==> config.mk <==
export PLATFORM = sky130hd
export DESIGN_NAME = source_token_scanner_top
export DESIGN_NICKNAME = d
export VERILOG_FILES = /design/src/hdl/stsc_pkg.sv /design/src/hdl/stsc_scan.sv /design/src/hdl/stsc_queue.sv /design/src/hdl/source_token_scanner_top.sv
export SDC_FILE = /design/constraint.sdc
export NUM_CORES = 1
export LEC_CHECK = 0
export ABC_CLOCK_PERIOD_IN_PS = 14560
export BUFFER_PORTS_ARGS = -buffer_cell sky130_fd_sc_hd__buf_2
export CORE_MARGIN = 2
export CORE_UTILIZATION = 50
export DETAILED_ROUTE_END_ITERATION = 8
export PLACE_DENSITY = 0.69
export SYNTH_ARGS = -nofsm -noshare
export SYNTH_HDL_FRONTEND = slang
export SYNTH_SLANG_ARGS = --single-unit
==> constraint.sdc <==
create_clock -name clk -period 14.56 [get_ports clk]
set_clock_uncertainty 0.2 [all_clocks]
set_input_delay 0 -clock clk [delete_from_list [all_inputs] [get_ports clk]]
set_output_delay 0 -clock clk [all_outputs]
set_load 0.02 [all_outputs]
==> src/hdl/stsc_pkg.sv <==
package stsc_pkg;

  // Token kind codes
  typedef logic [5:0] kind_t;

  localparam kind_t K_END    = 6'd0;
  localparam kind_t K_ERR    = 6'd1;
  localparam kind_t K_ID     = 6'd2;
  localparam kind_t K_INT    = 6'd3;
  localparam kind_t K_REAL   = 6'd4;
  localparam kind_t K_KW0    = 6'd5;
  localparam kind_t K_DOT    = 6'd17;
  localparam kind_t K_COMMA  = 6'd18;
  localparam kind_t K_SEMI   = 6'd19;
  localparam kind_t K_COLON  = 6'd20;
  localparam kind_t K_LPAREN = 6'd21;
  localparam kind_t K_RPAREN = 6'd22;
  localparam kind_t K_LBRACE = 6'd23;
  localparam kind_t K_RBRACE = 6'd24;
  localparam kind_t K_PCT    = 6'd25;
  localparam kind_t K_SLASH  = 6'd26;
  localparam kind_t K_STAR   = 6'd27;
  localparam kind_t K_MINUS  = 6'd28;
  localparam kind_t K_PLUS   = 6'd29;
  localparam kind_t K_EQEQ   = 6'd30;
  localparam kind_t K_ASSIGN = 6'd31;
  localparam kind_t K_OROR   = 6'd32;
  localparam kind_t K_ANDAND = 6'd33;
  localparam kind_t K_NE     = 6'd34;
  localparam kind_t K_NOT    = 6'd35;
  localparam kind_t K_LE     = 6'd36;
  localparam kind_t K_LT     = 6'd37;
  localparam kind_t K_GE     = 6'd38;
  localparam kind_t K_GT     = 6'd39;

  // Configuration register indexes
  localparam logic [7:0] REG_IDENT_LIMIT = 8'd0;
  localparam logic [7:0] REG_INT_LIMIT   = 8'd1;
  localparam logic [7:0] REG_REAL_LIMIT  = 8'd2;

  // Keyword buffer: first characters of the current identifier
  localparam int KW_CHARS = 8;
  localparam int KW_IDX_W = $clog2(KW_CHARS);
  localparam int KW_COUNT = 12;

  typedef logic [KW_CHARS-1:0][7:0] word_t;

  localparam logic [7:0] KW_TEXT [KW_COUNT][8] = '{
    '{"c", "o", "n", "s", "t", 8'h0, 8'h0, 8'h0},
    '{"s", "h", "o", "r", "t", 8'h0, 8'h0, 8'h0},
    '{"l", "o", "n", "g", 8'h0, 8'h0, 8'h0, 8'h0},
    '{"i", "n", "t", 8'h0, 8'h0, 8'h0, 8'h0, 8'h0},
    '{"d", "o", "u", "b", "l", "e", 8'h0, 8'h0},
    '{"s", "w", "i", "t", "c", "h", 8'h0, 8'h0},
    '{"c", "a", "s", "e", 8'h0, 8'h0, 8'h0, 8'h0},
    '{"b", "r", "e", "a", "k", 8'h0, 8'h0, 8'h0},
    '{"d", "e", "f", "a", "u", "l", "t", 8'h0},
    '{"r", "e", "t", "u", "r", "n", 8'h0, 8'h0},
    '{"c", "l", "a", "s", "s", 8'h0, 8'h0, 8'h0},
    '{"m", "a", "i", "n", 8'h0, 8'h0, 8'h0, 8'h0}
  };

  localparam logic [3:0] KW_LEN [KW_COUNT] = '{
    4'd5, 4'd5, 4'd4, 4'd3, 4'd6, 4'd6, 4'd4, 4'd5, 4'd7, 4'd6, 4'd5, 4'd4
  };

  // Result queue depth; two words may enter per cycle
  localparam int QDEPTH   = 4;
  localparam int QPTR_W   = $clog2(QDEPTH);
  localparam int QCOUNT_W = $clog2(QDEPTH + 1);

  typedef struct packed {
    logic [7:0] ident_limit;
    logic [7:0] int_limit;
    logic [7:0] real_limit;
  } limits_t;

  typedef struct packed {
    kind_t       kind;
    logic [7:0]  length;
    logic [15:0] line;
    logic        last;
  } token_t;

  typedef struct packed {
    logic [1:0] n;
    token_t     tok0;
    token_t     tok1;
  } push_t;

  function automatic logic is_digit(input logic [7:0] c);
    return (c >= "0") && (c <= "9");
  endfunction

  function automatic logic is_letter(input logic [7:0] c);
    return ((c >= "a") && (c <= "z")) || ((c >= "A") && (c <= "Z"));
  endfunction

  // Keyword lookup over the buffered characters; identifier if none match
  function automatic kind_t kw_kind(input word_t w, input logic [7:0] len);
    kind_t k;
    logic  hit;
    k = K_ID;
    for (int i = 0; i < KW_COUNT; i++) begin
      hit = (len == {4'd0, KW_LEN[i]});
      for (int j = 0; j < KW_CHARS; j++) begin
        if ((j < int'(KW_LEN[i])) && (w[j] != KW_TEXT[i][j])) hit = 1'b0;
      end
      if (hit && (k == K_ID)) k = K_KW0 + 6'(i);
    end
    return k;
  endfunction

endpackage

==> src/hdl/stsc_scan.sv <==
module stsc_scan import stsc_pkg::*; (
  input  logic       clk,
  input  logic       rst_n,
  input  logic       take,
  input  logic [7:0] ch,
  input  limits_t    lim,
  output push_t      push
);

  localparam logic [3:0] M_IDLE     = 4'd0;
  localparam logic [3:0] M_COMMENT  = 4'd1;
  localparam logic [3:0] M_SLASH    = 4'd2;
  localparam logic [3:0] M_IDENT    = 4'd3;
  localparam logic [3:0] M_INT      = 4'd4;
  localparam logic [3:0] M_DOT      = 4'd5;
  localparam logic [3:0] M_FRAC     = 4'd6;
  localparam logic [3:0] M_EXPSTART = 4'd7;
  localparam logic [3:0] M_EXPSIGN  = 4'd8;
  localparam logic [3:0] M_EXPDIG   = 4'd9;
  localparam logic [3:0] M_EQ       = 4'd10;
  localparam logic [3:0] M_BANG     = 4'd11;
  localparam logic [3:0] M_LESS     = 4'd12;
  localparam logic [3:0] M_MORE     = 4'd13;
  localparam logic [3:0] M_BAR      = 4'd14;
  localparam logic [3:0] M_AMP      = 4'd15;

  localparam logic [7:0] CH_EOT = 8'h00;
  localparam logic [7:0] CH_TAB = 8'h09;
  localparam logic [7:0] CH_NL  = 8'h0A;
  localparam logic [7:0] CH_SP  = 8'h20;

  logic [3:0]  mode_r, mode_nxt;
  logic [7:0]  len_r, len_nxt;
  logic [15:0] line_r, line_nxt;
  word_t       word_r;

  logic        wr_en;
  logic [KW_IDX_W-1:0] wr_idx;

  logic        taken, p_emit, i_emit;
  kind_t       p_kind, i_kind;
  logic [7:0]  p_len, i_len, len_inc;
  logic        exp_ch, sign_ch;
  token_t      tok_p, tok_i;

  // Length reaches limit minus one; limits 0 and 1 always hit
  function automatic logic at_limit(input logic [7:0] len, input logic [7:0] lim_v);
    return ({1'b0, len} + 9'd1) >= {1'b0, lim_v};
  endfunction

  assign len_inc = (len_r == 8'hFF) ? len_r : len_r + 8'd1;
  assign exp_ch  = (ch == "E") || (ch == "e");
  assign sign_ch = (ch == "+") || (ch == "-");

  // Finish or extend the pending token, then rescan a character it did not take
  always_comb begin
    taken    = 1'b0;
    p_emit   = 1'b0;
    p_kind   = K_END;
    p_len    = len_r;
    i_emit   = 1'b0;
    i_kind   = K_END;
    i_len    = 8'd1;
    mode_nxt = mode_r;
    len_nxt  = len_r;
    line_nxt = line_r;
    wr_en    = 1'b0;
    wr_idx   = len_r[KW_IDX_W-1:0];

    unique case (mode_r)
      M_IDLE: taken = 1'b0;
      M_COMMENT: taken = !((ch == CH_NL) || (ch == CH_EOT));
      M_SLASH: begin
        if (ch == "/") begin
          taken = 1'b1; mode_nxt = M_COMMENT;
        end else begin
          p_emit = 1'b1; p_kind = K_SLASH; p_len = 8'd1;
        end
      end
      M_IDENT: begin
        if (is_digit(ch) || is_letter(ch) || (ch == "_")) begin
          taken = 1'b1;
          wr_en = (len_r < 8'(KW_CHARS));
          len_nxt = len_inc;
        end else begin
          p_emit = 1'b1;
          p_kind = at_limit(len_r, lim.ident_limit) ? K_ERR : kw_kind(word_r, len_r);
        end
      end
      M_INT: begin
        if (is_digit(ch)) begin
          taken = 1'b1; len_nxt = len_inc;
        end else if (at_limit(len_r, lim.int_limit)) begin
          p_emit = 1'b1; p_kind = K_ERR;
        end else if (ch == ".") begin
          taken = 1'b1; len_nxt = len_inc; mode_nxt = M_FRAC;
        end else if (exp_ch) begin
          taken = 1'b1; len_nxt = len_inc; mode_nxt = M_EXPSTART;
        end else begin
          p_emit = 1'b1; p_kind = K_INT;
        end
      end
      M_DOT: begin
        if (is_digit(ch)) begin
          taken = 1'b1; len_nxt = len_inc; mode_nxt = M_FRAC;
        end else begin
          p_emit = 1'b1; p_kind = K_DOT; p_len = 8'd1;
        end
      end
      M_FRAC: begin
        if (is_digit(ch)) begin
          taken = 1'b1; len_nxt = len_inc;
        end else if (!at_limit(len_r, lim.real_limit) && exp_ch) begin
          taken = 1'b1; len_nxt = len_inc; mode_nxt = M_EXPSTART;
        end else begin
          p_emit = 1'b1; p_kind = K_ERR;
        end
      end
      M_EXPSTART: begin
        if (sign_ch) begin
          taken = 1'b1; len_nxt = len_inc; mode_nxt = M_EXPSIGN;
        end else if (is_digit(ch)) begin
          taken = 1'b1; len_nxt = len_inc; mode_nxt = M_EXPDIG;
        end else begin
          p_emit = 1'b1; p_kind = K_ERR;
        end
      end
      M_EXPSIGN: begin
        if (is_digit(ch)) begin
          taken = 1'b1; len_nxt = len_inc;
          // check the limit on the first signed exponent digit
          if (at_limit(len_inc, lim.real_limit)) begin
            p_emit = 1'b1; p_kind = K_ERR; p_len = len_inc; mode_nxt = M_IDLE;
          end else begin
            mode_nxt = M_EXPDIG;
          end
        end else begin
          p_emit = 1'b1; p_kind = K_ERR;
        end
      end
      M_EXPDIG: begin
        if (is_digit(ch)) begin
          taken = 1'b1; len_nxt = len_inc;
        end else begin
          p_emit = 1'b1;
          p_kind = at_limit(len_r, lim.real_limit) ? K_ERR : K_REAL;
        end
      end
      M_EQ, M_BANG, M_LESS, M_MORE: begin
        p_emit = 1'b1;
        if (ch == "=") begin
          taken = 1'b1; mode_nxt = M_IDLE; p_len = 8'd2;
          case (mode_r)
            M_EQ:    p_kind = K_EQEQ;
            M_BANG:  p_kind = K_NE;
            M_LESS:  p_kind = K_LE;
            default: p_kind = K_GE;
          endcase
        end else begin
          p_len = 8'd1;
          case (mode_r)
            M_EQ:    p_kind = K_ASSIGN;
            M_BANG:  p_kind = K_NOT;
            M_LESS:  p_kind = K_LT;
            default: p_kind = K_GT;
          endcase
        end
      end
      M_BAR: begin
        p_emit = 1'b1;
        if (ch == "|") begin
          taken = 1'b1; mode_nxt = M_IDLE; p_kind = K_OROR; p_len = 8'd2;
        end else begin
          p_kind = K_ERR; p_len = 8'd1;
        end
      end
      M_AMP: begin
        p_emit = 1'b1;
        if (ch == "&") begin
          taken = 1'b1; mode_nxt = M_IDLE; p_kind = K_ANDAND; p_len = 8'd2;
        end else begin
          p_kind = K_ERR; p_len = 8'd1;
        end
      end
      default: taken = 1'b0;
    endcase

    // Scan the character from idle: skip blanks, count lines, start tokens
    if (!taken) begin
      mode_nxt = M_IDLE;
      len_nxt  = 8'd1;
      if (is_digit(ch)) begin
        mode_nxt = M_INT;
      end else if (is_letter(ch)) begin
        mode_nxt = M_IDENT;
        wr_en    = 1'b1;
        wr_idx   = '0;
      end else begin
        case (ch) inside
          CH_SP, CH_TAB: i_emit = 1'b0;
          CH_NL:  if (line_r != 16'hFFFF) line_nxt = line_r + 16'd1;
          CH_EOT: begin i_emit = 1'b1; i_kind = K_END; i_len = 8'd0; end
          ".":    mode_nxt = M_DOT;
          "/":    mode_nxt = M_SLASH;
          "=":    mode_nxt = M_EQ;
          "!":    mode_nxt = M_BANG;
          "<":    mode_nxt = M_LESS;
          ">":    mode_nxt = M_MORE;
          "|":    mode_nxt = M_BAR;
          "&":    mode_nxt = M_AMP;
          ",":    begin i_emit = 1'b1; i_kind = K_COMMA;  end
          ";":    begin i_emit = 1'b1; i_kind = K_SEMI;   end
          ":":    begin i_emit = 1'b1; i_kind = K_COLON;  end
          "(":    begin i_emit = 1'b1; i_kind = K_LPAREN; end
          ")":    begin i_emit = 1'b1; i_kind = K_RPAREN; end
          "{":    begin i_emit = 1'b1; i_kind = K_LBRACE; end
          "}":    begin i_emit = 1'b1; i_kind = K_RBRACE; end
          "%":    begin i_emit = 1'b1; i_kind = K_PCT;    end
          "*":    begin i_emit = 1'b1; i_kind = K_STAR;   end
          "-":    begin i_emit = 1'b1; i_kind = K_MINUS;  end
          "+":    begin i_emit = 1'b1; i_kind = K_PLUS;   end
          default: begin i_emit = 1'b1; i_kind = K_ERR;   end
        endcase
      end
    end
  end

  // Build up to two result words; the last flag goes on the final one
  always_comb begin
    tok_p = '{kind: p_kind, length: p_len, line: line_r, last: !i_emit};
    tok_i = '{kind: i_kind, length: i_len, line: line_r, last: 1'b1};
    push.n    = take ? (2'(p_emit) + 2'(i_emit)) : 2'd0;
    push.tok0 = p_emit ? tok_p : tok_i;
    push.tok1 = tok_i;
  end

  // Advance scanner state on each accepted character
  always_ff @(posedge clk) begin
    if (!rst_n) begin
      mode_r <= M_IDLE;
      len_r  <= 8'd0;
      line_r <= 16'd0;
    end else if (take) begin
      mode_r <= mode_nxt;
      len_r  <= len_nxt;
      line_r <= line_nxt;
    end
  end

  // Keyword buffer holds no reset; only written positions are compared
  always_ff @(posedge clk) begin
    if (take && wr_en) word_r[wr_idx] <= ch;
  end

  a_line_only_on_nl: assert property (@(posedge clk) disable iff (!rst_n)
    !(take && (ch == CH_NL)) |=> $stable(line_r))
    else $error("line count changed without a newline");

  a_eot_to_idle: assert property (@(posedge clk) disable iff (!rst_n)
    (take && (ch == CH_EOT)) |=> (mode_r == M_IDLE))
    else $error("end mark did not return scanner to idle");

  a_last_on_pair: assert property (@(posedge clk) disable iff (!rst_n)
    (push.n == 2'd2) |-> (!push.tok0.last && push.tok1.last))
    else $error("last flag misplaced on a two-word step");

endmodule

==> src/hdl/stsc_queue.sv <==
module stsc_queue import stsc_pkg::*; (
  input  logic   clk,
  input  logic   rst_n,
  input  push_t  push,
  output logic   full,
  output logic   out_valid,
  input  logic   out_stall,
  output token_t out_tok
);

  token_t              q_r [QDEPTH];
  logic [QPTR_W-1:0]   wr_r, rd_r;
  logic [QCOUNT_W-1:0] count_r, count_nxt;
  logic                pop;

  assign out_valid = (count_r != '0);
  assign out_tok   = q_r[rd_r];
  assign pop       = out_valid && !out_stall;
  // stall the source unless two free entries remain
  assign full      = (count_r > QCOUNT_W'(QDEPTH - 2));
  assign count_nxt = count_r + QCOUNT_W'(push.n) - QCOUNT_W'(pop);

  // Store pushed words
  always_ff @(posedge clk) begin
    if (push.n != 2'd0) q_r[wr_r] <= push.tok0;
    if (push.n == 2'd2) q_r[wr_r + QPTR_W'(1)] <= push.tok1;
  end

  // Advance pointers and count
  always_ff @(posedge clk) begin
    if (!rst_n) begin
      wr_r    <= '0;
      rd_r    <= '0;
      count_r <= '0;
    end else begin
      wr_r    <= wr_r + QPTR_W'(push.n);
      if (pop) rd_r <= rd_r + QPTR_W'(1);
      count_r <= count_nxt;
    end
  end

  a_count_bound: assert property (@(posedge clk) disable iff (!rst_n)
    count_r <= QCOUNT_W'(QDEPTH))
    else $error("result queue count overflow");

  a_room_on_push: assert property (@(posedge clk) disable iff (!rst_n)
    (push.n != 2'd0) |-> (count_r <= QCOUNT_W'(QDEPTH - 2)))
    else $error("push without room for two words");

  a_pop_drains: assert property (@(posedge clk) disable iff (!rst_n)
    (pop && (push.n == 2'd0)) |=> (count_r == $past(count_r) - QCOUNT_W'(1)))
    else $error("pop did not reduce count");

endmodule

==> src/hdl/source_token_scanner_top.sv <==
// Channel  Direction  Handshake            Word
// in       sink       in_valid / in_stall   in_ch
// out      source     out_valid / out_stall out_token_kind, out_token_length,
//                                           out_line_number, out_last
// cfg      sink       cfg_valid / cfg_ready cfg_index, cfg_data
//
// One character is scanned per clock unless in_stall is high; its tokens pass
// through the registered result queue; two tokens from one character leave on out in turn.
// A four-word result queue sets the rate: in_stall rises while fewer than two
// entries are free, so input runs at one character per clock unless out stalls.
// Synchronous reset clears scanner state, line count and queue pointers, and sets the limits to their defaults.
// cfg_ready is always high; limits take effect on the next character.
module source_token_scanner_top import stsc_pkg::*; (
  input  logic        clk,
  input  logic        rst_n,
  input  logic        in_valid,
  output logic        in_stall,
  input  logic [7:0]  in_ch,
  output logic        out_valid,
  input  logic        out_stall,
  output logic [5:0]  out_token_kind,
  output logic [7:0]  out_token_length,
  output logic [15:0] out_line_number,
  output logic        out_last,
  input  logic        cfg_valid,
  output logic        cfg_ready,
  input  logic [7:0]  cfg_index,
  input  logic [7:0]  cfg_data
);

  limits_t lim_r;
  push_t   push;
  token_t  out_tok;
  logic    take;
  logic    full;

  assign cfg_ready = 1'b1;
  assign in_stall  = full;
  assign take      = in_valid && !in_stall;

  // Hold configuration limits
  always_ff @(posedge clk) begin
    if (!rst_n) begin
      lim_r.ident_limit <= 8'd32;
      lim_r.int_limit   <= 8'd10;
      lim_r.real_limit  <= 8'd20;
    end else if (cfg_valid && cfg_ready) begin
      unique case (cfg_index)
        REG_IDENT_LIMIT: lim_r.ident_limit <= cfg_data;
        REG_INT_LIMIT:   lim_r.int_limit   <= cfg_data;
        REG_REAL_LIMIT:  lim_r.real_limit  <= cfg_data;
        default:         lim_r             <= lim_r;
      endcase
    end
  end

  stsc_scan u_scan (
    .clk  (clk),
    .rst_n(rst_n),
    .take (take),
    .ch   (in_ch),
    .lim  (lim_r),
    .push (push)
  );

  stsc_queue u_queue (
    .clk      (clk),
    .rst_n    (rst_n),
    .push     (push),
    .full     (full),
    .out_valid(out_valid),
    .out_stall(out_stall),
    .out_tok  (out_tok)
  );

  assign out_token_kind   = out_tok.kind;
  assign out_token_length = out_tok.length;
  assign out_line_number  = out_tok.line;
  assign out_last         = out_tok.last;

endmodule
==> key figures <==
Clocking
  • CTS max path bufs: 3
  • Root Buffer: clkbuf_16
  • Clk_lat worst skew: between 0.5 and 0.6 ns
  • Clock slew seen by the registers of the worst setup and hold paths: around 0.060 ns
  • CTS tree: built
  • Setup bufs post-CTS: 0
  • H-tree depth: 1
  • Post-cts resize count: 0
  • CTS sink cnt: ~240
  • Num CTS Buffers: 26

Logic synthesis
  • Synth Warn #: 0
  • Post-synthesis adder-cell area fraction: about 4.3%
  • Register area share after synthesis: roughly half
  • Yosys top cell by area: edfxtp_1
  • Multiplexer share of the synthesized area: under 10%
  • Post-synth top area share: ~33%
  • Post-Syn Instances: approximately 1200
  • Largest family of logic cells by synthesized area: simple AND/OR/NAND/NOR gates
  • Post-synth EDFFs: between 100 and 150
  • Synth area leaders: edfxtp_1 33%, dfxtp_1 15%, mux4_2 5.4%
  • Simple-Gate Fraction of Synth Area: 21.61%
  • Top cells by count, synth: 144 x edfxtp_1, 126 x nor2_1, 97 x dfxtp_1, 72 x nand2_1, 67 x and2_1
  • Yosys cell types: 92
  • Top FF cell, synth: edfxtp_1
  • Share of flip-flops with an asynchronous set or reset: 0%
  • Syn_nets: 1306
  • Synth Cell Area: approximately 13000 um2
  • Mapped Avg Cell Area: 10.57 um2
  • Xor-xnor portion of the synthesized cell area: 2.285%
  • Synth Area in Compound Gates: 12.24%
  • Top-count cell post-synth: edfxtp_1
  • Register bit total from synthesis: roughly 240

Setup path
  • WS Path Type: register to register
  • Worst path max stage delay: 0.79 ns
  • Arrival time of the worst setup path: 8.83 ns
  • R2R setup slack: ~5.8 ns
  • Reg2Reg Launch Point: u_scan.len_r[0]
  • CP endpoint kind: register
  • Critical-path maximum fanout: 35
  • Worst reg2reg endpoint: u_queue.q_r[0][6]
  • R2R cell count: 26
  • CP most frequent cell: ha_1
  • CP endpoint: u_queue.q_r[0][6]
  • Bufs and invs on worst path: 4
  • Slowest-stage cell, CP: dfxtp_1
  • Worst path top cell family by delay: simple AND/OR/NAND/NOR gates
  • WP data required: 14.64 ns
  • CP startpoint kind: register
  • Levels on crit path: 26
  • Crit path launch: u_scan.len_r[0]

Die
  • Initial Util: 50.45%
  • Die width: approximately 170 um
  • Chip Height: ~170 um
  • Die ar.: 27380 um2
  • Core region area: 25840 um2
  • # rows: 59
  • IO Pins: 63

Cells and area
  • Fin area: about 15000 um2
  • Synth-to-Final Area Change: 12.89%
  • Fraction of layout cells with a size suffix above 1: 13.76%
  • Final net count: 1368
  • Ant. Diodes: 0

Placement
  • Dpl cell area: between 10000 and 15000 um2
  • Final Wtd Congestion: a little under 1
  • Post-detail-place hpwl: approximately 24000 um
  • Port Buf Inserts: roughly 60

Run
  • Max-cap viol count: 0

Drt
  • Iter 0 DRT Violations: just under 900
  • Number of vias per cell: a little over 6
  • WL per Instance: around 20 um
  • DR vias: approximately 10000
  • Pre-antenna DRT Iters: 6
  • # DRC: 0
  • Final WL: approximately 33000 um
  • Antenna-violating nets left: 0

STA
  • Max Slew Vio Count: 0
  • Final setup fails: 0
  • Worst-Margin Slew: roughly 1 ns
  • Setup TNS: 0 ns
  • Max Clk Rate: ~110 MHz
  • Final Critical Period: slightly below 9 ns
  • Final count of hold timing violations: 0
  • Fraction of the cycle the final worst path needs: approximately three fifths
  • RSZ-0062 raised after global routing: no
  • Worst slew margin: approximately 32%

Power
  • Worst vdd ir: just under 0.0001 V
  • Pleak: roughly 5.3 nW
  • Power Dens Cells: 122.1 nW/um2
  • Tot Pwr: between 1.5 and 2 mW

GRT
  • Largest net degree at the start of global routing: 47
  • Vias in the first global route: 9518
  • Gr usage total: about a quarter
  • Remaining global-route overflow: 0
  • First-pass GRT wire length: ~52000 um
  • Initial antenna violation count: 0

Worst hold path
  • Worst hold path class: primary input to register

Run status
  • Status: complete, no violations
cells by family (layout without fill, tap and decap cells):
group,Yosys count,after routing
XOR/XNOR,34,34
other,1,1
flip-flops,241,241
AO/OA/AOI/OAI,225,225
multiplexers,64,64
adder cells (fa/ha/maj),44,44
AND/OR/NAND/NOR,508,508
buffers and inverters,116,198
cell usage in the layout, fill, tap and decap left out, types with 13 or more instances in the layout:
cell type and instances:
o21ai_0 41, o22ai_1 14, and3_1 14, a22o_1 26, ha_1 43, buf_2 61, nand3_1 36, inv_1 43
nor2_1 126, nand4_1 29, a21oi_1 42, nor4_1 13, edfxtp_1 144, mux2i_1 33, nor3_1 27, nand2_1 72
dfxtp_1 96, nor2b_1 18, mux4_2 31, clkbuf_16 28, or3_1 16, and2_1 67, xnor2_1 21, xor2_1 13
dlygate4sd3_1 30
layout make-up:
type	instances	area [um2]
Clock inverter	9	83.83
Timing Repair Buffer	102	688.2
Fill cell	2180	11120
Inverter	48	182.7
Clock buffer	39	773.2
Tap cell	335	419.2
Multi-Input combinational cell	876	6300
Sequential cell	241	6267
stage by stage:
step	utilization, %	std cells	setup slack (ns)	hold slack (ns)
floorplan	-	1233	7.706	-0.1011
global placement	52.47	1572	6.220	0.05380
detailed placement	52.47	1572	5.903	0.05409
CTS	56.95	1650	5.849	0.05477
global route	56.95	1650	5.001	0.08678
finish	56.95	1650	5.812	0.07142
flip-flops by register name, summed over array words and instances (netlist names), named ones only:
name	flops
u_queue.count_r	3
u_scan.line_r	16
u_scan.len_r	8
u_queue.q_r	124
lim_r	24
u_queue.wr_r	2
u_scan.mode_r	4
u_queue.rd_r	2
u_scan.word_r	56
power breakdown:
| group | internal (mW) | switching [mW] | leakage (nW) |
|---|---|---|---|
| registers | 0.761 | 0.0209 | 2.12 |
| clock network | 0.386 | 0.265 | 0.426 |
| logic | 0.141 | 0.222 | 2.73 |
| total | 1.29 | 0.509 | 5.27 |
metal layers:
layer	track usage, %	wire length (um)
met1	31.54	13860
met2	40.34	15830
met4	10.03	1451
met5	0	0
met3	3.971	2128
worst reg2reg max path, delay by kind of cell (launching register included):
family                     cells  cell delay, ns
adders and majority gates      4            1.62
DFF                            1            0.79
muxes                          1            0.19
and+or+nand+nor                8            2.56
AOI/OAI and AO/OA              9            2.42
buffers and inverters          4            0.72
worst min path at each step:
stage / from / endpoint / slack (ns) / cells past startpoint
5_1_grt: cfg_data[0] / lim_r[16] / 0.09 / 4
3_5_place_dp: cfg_data[2] / lim_r[2] / 0.05 / 3
6_report: cfg_data[0] / lim_r[16] / 0.07 / 4
3_3_place_gp: cfg_data[2] / lim_r[2] / 0.05 / 3
4_1_cts: cfg_data[2] / lim_r[10] / 0.05 / 4
2_1_floorplan: in_ch[0] / u_scan.word_r[0] / -0.10 / 0
timing repair:
item,CTS,global route
hold buffers,30,0
hold endpoints to repair,103,0
setup endpoints to repair,0,0
(Power assumes the default switching activity.)
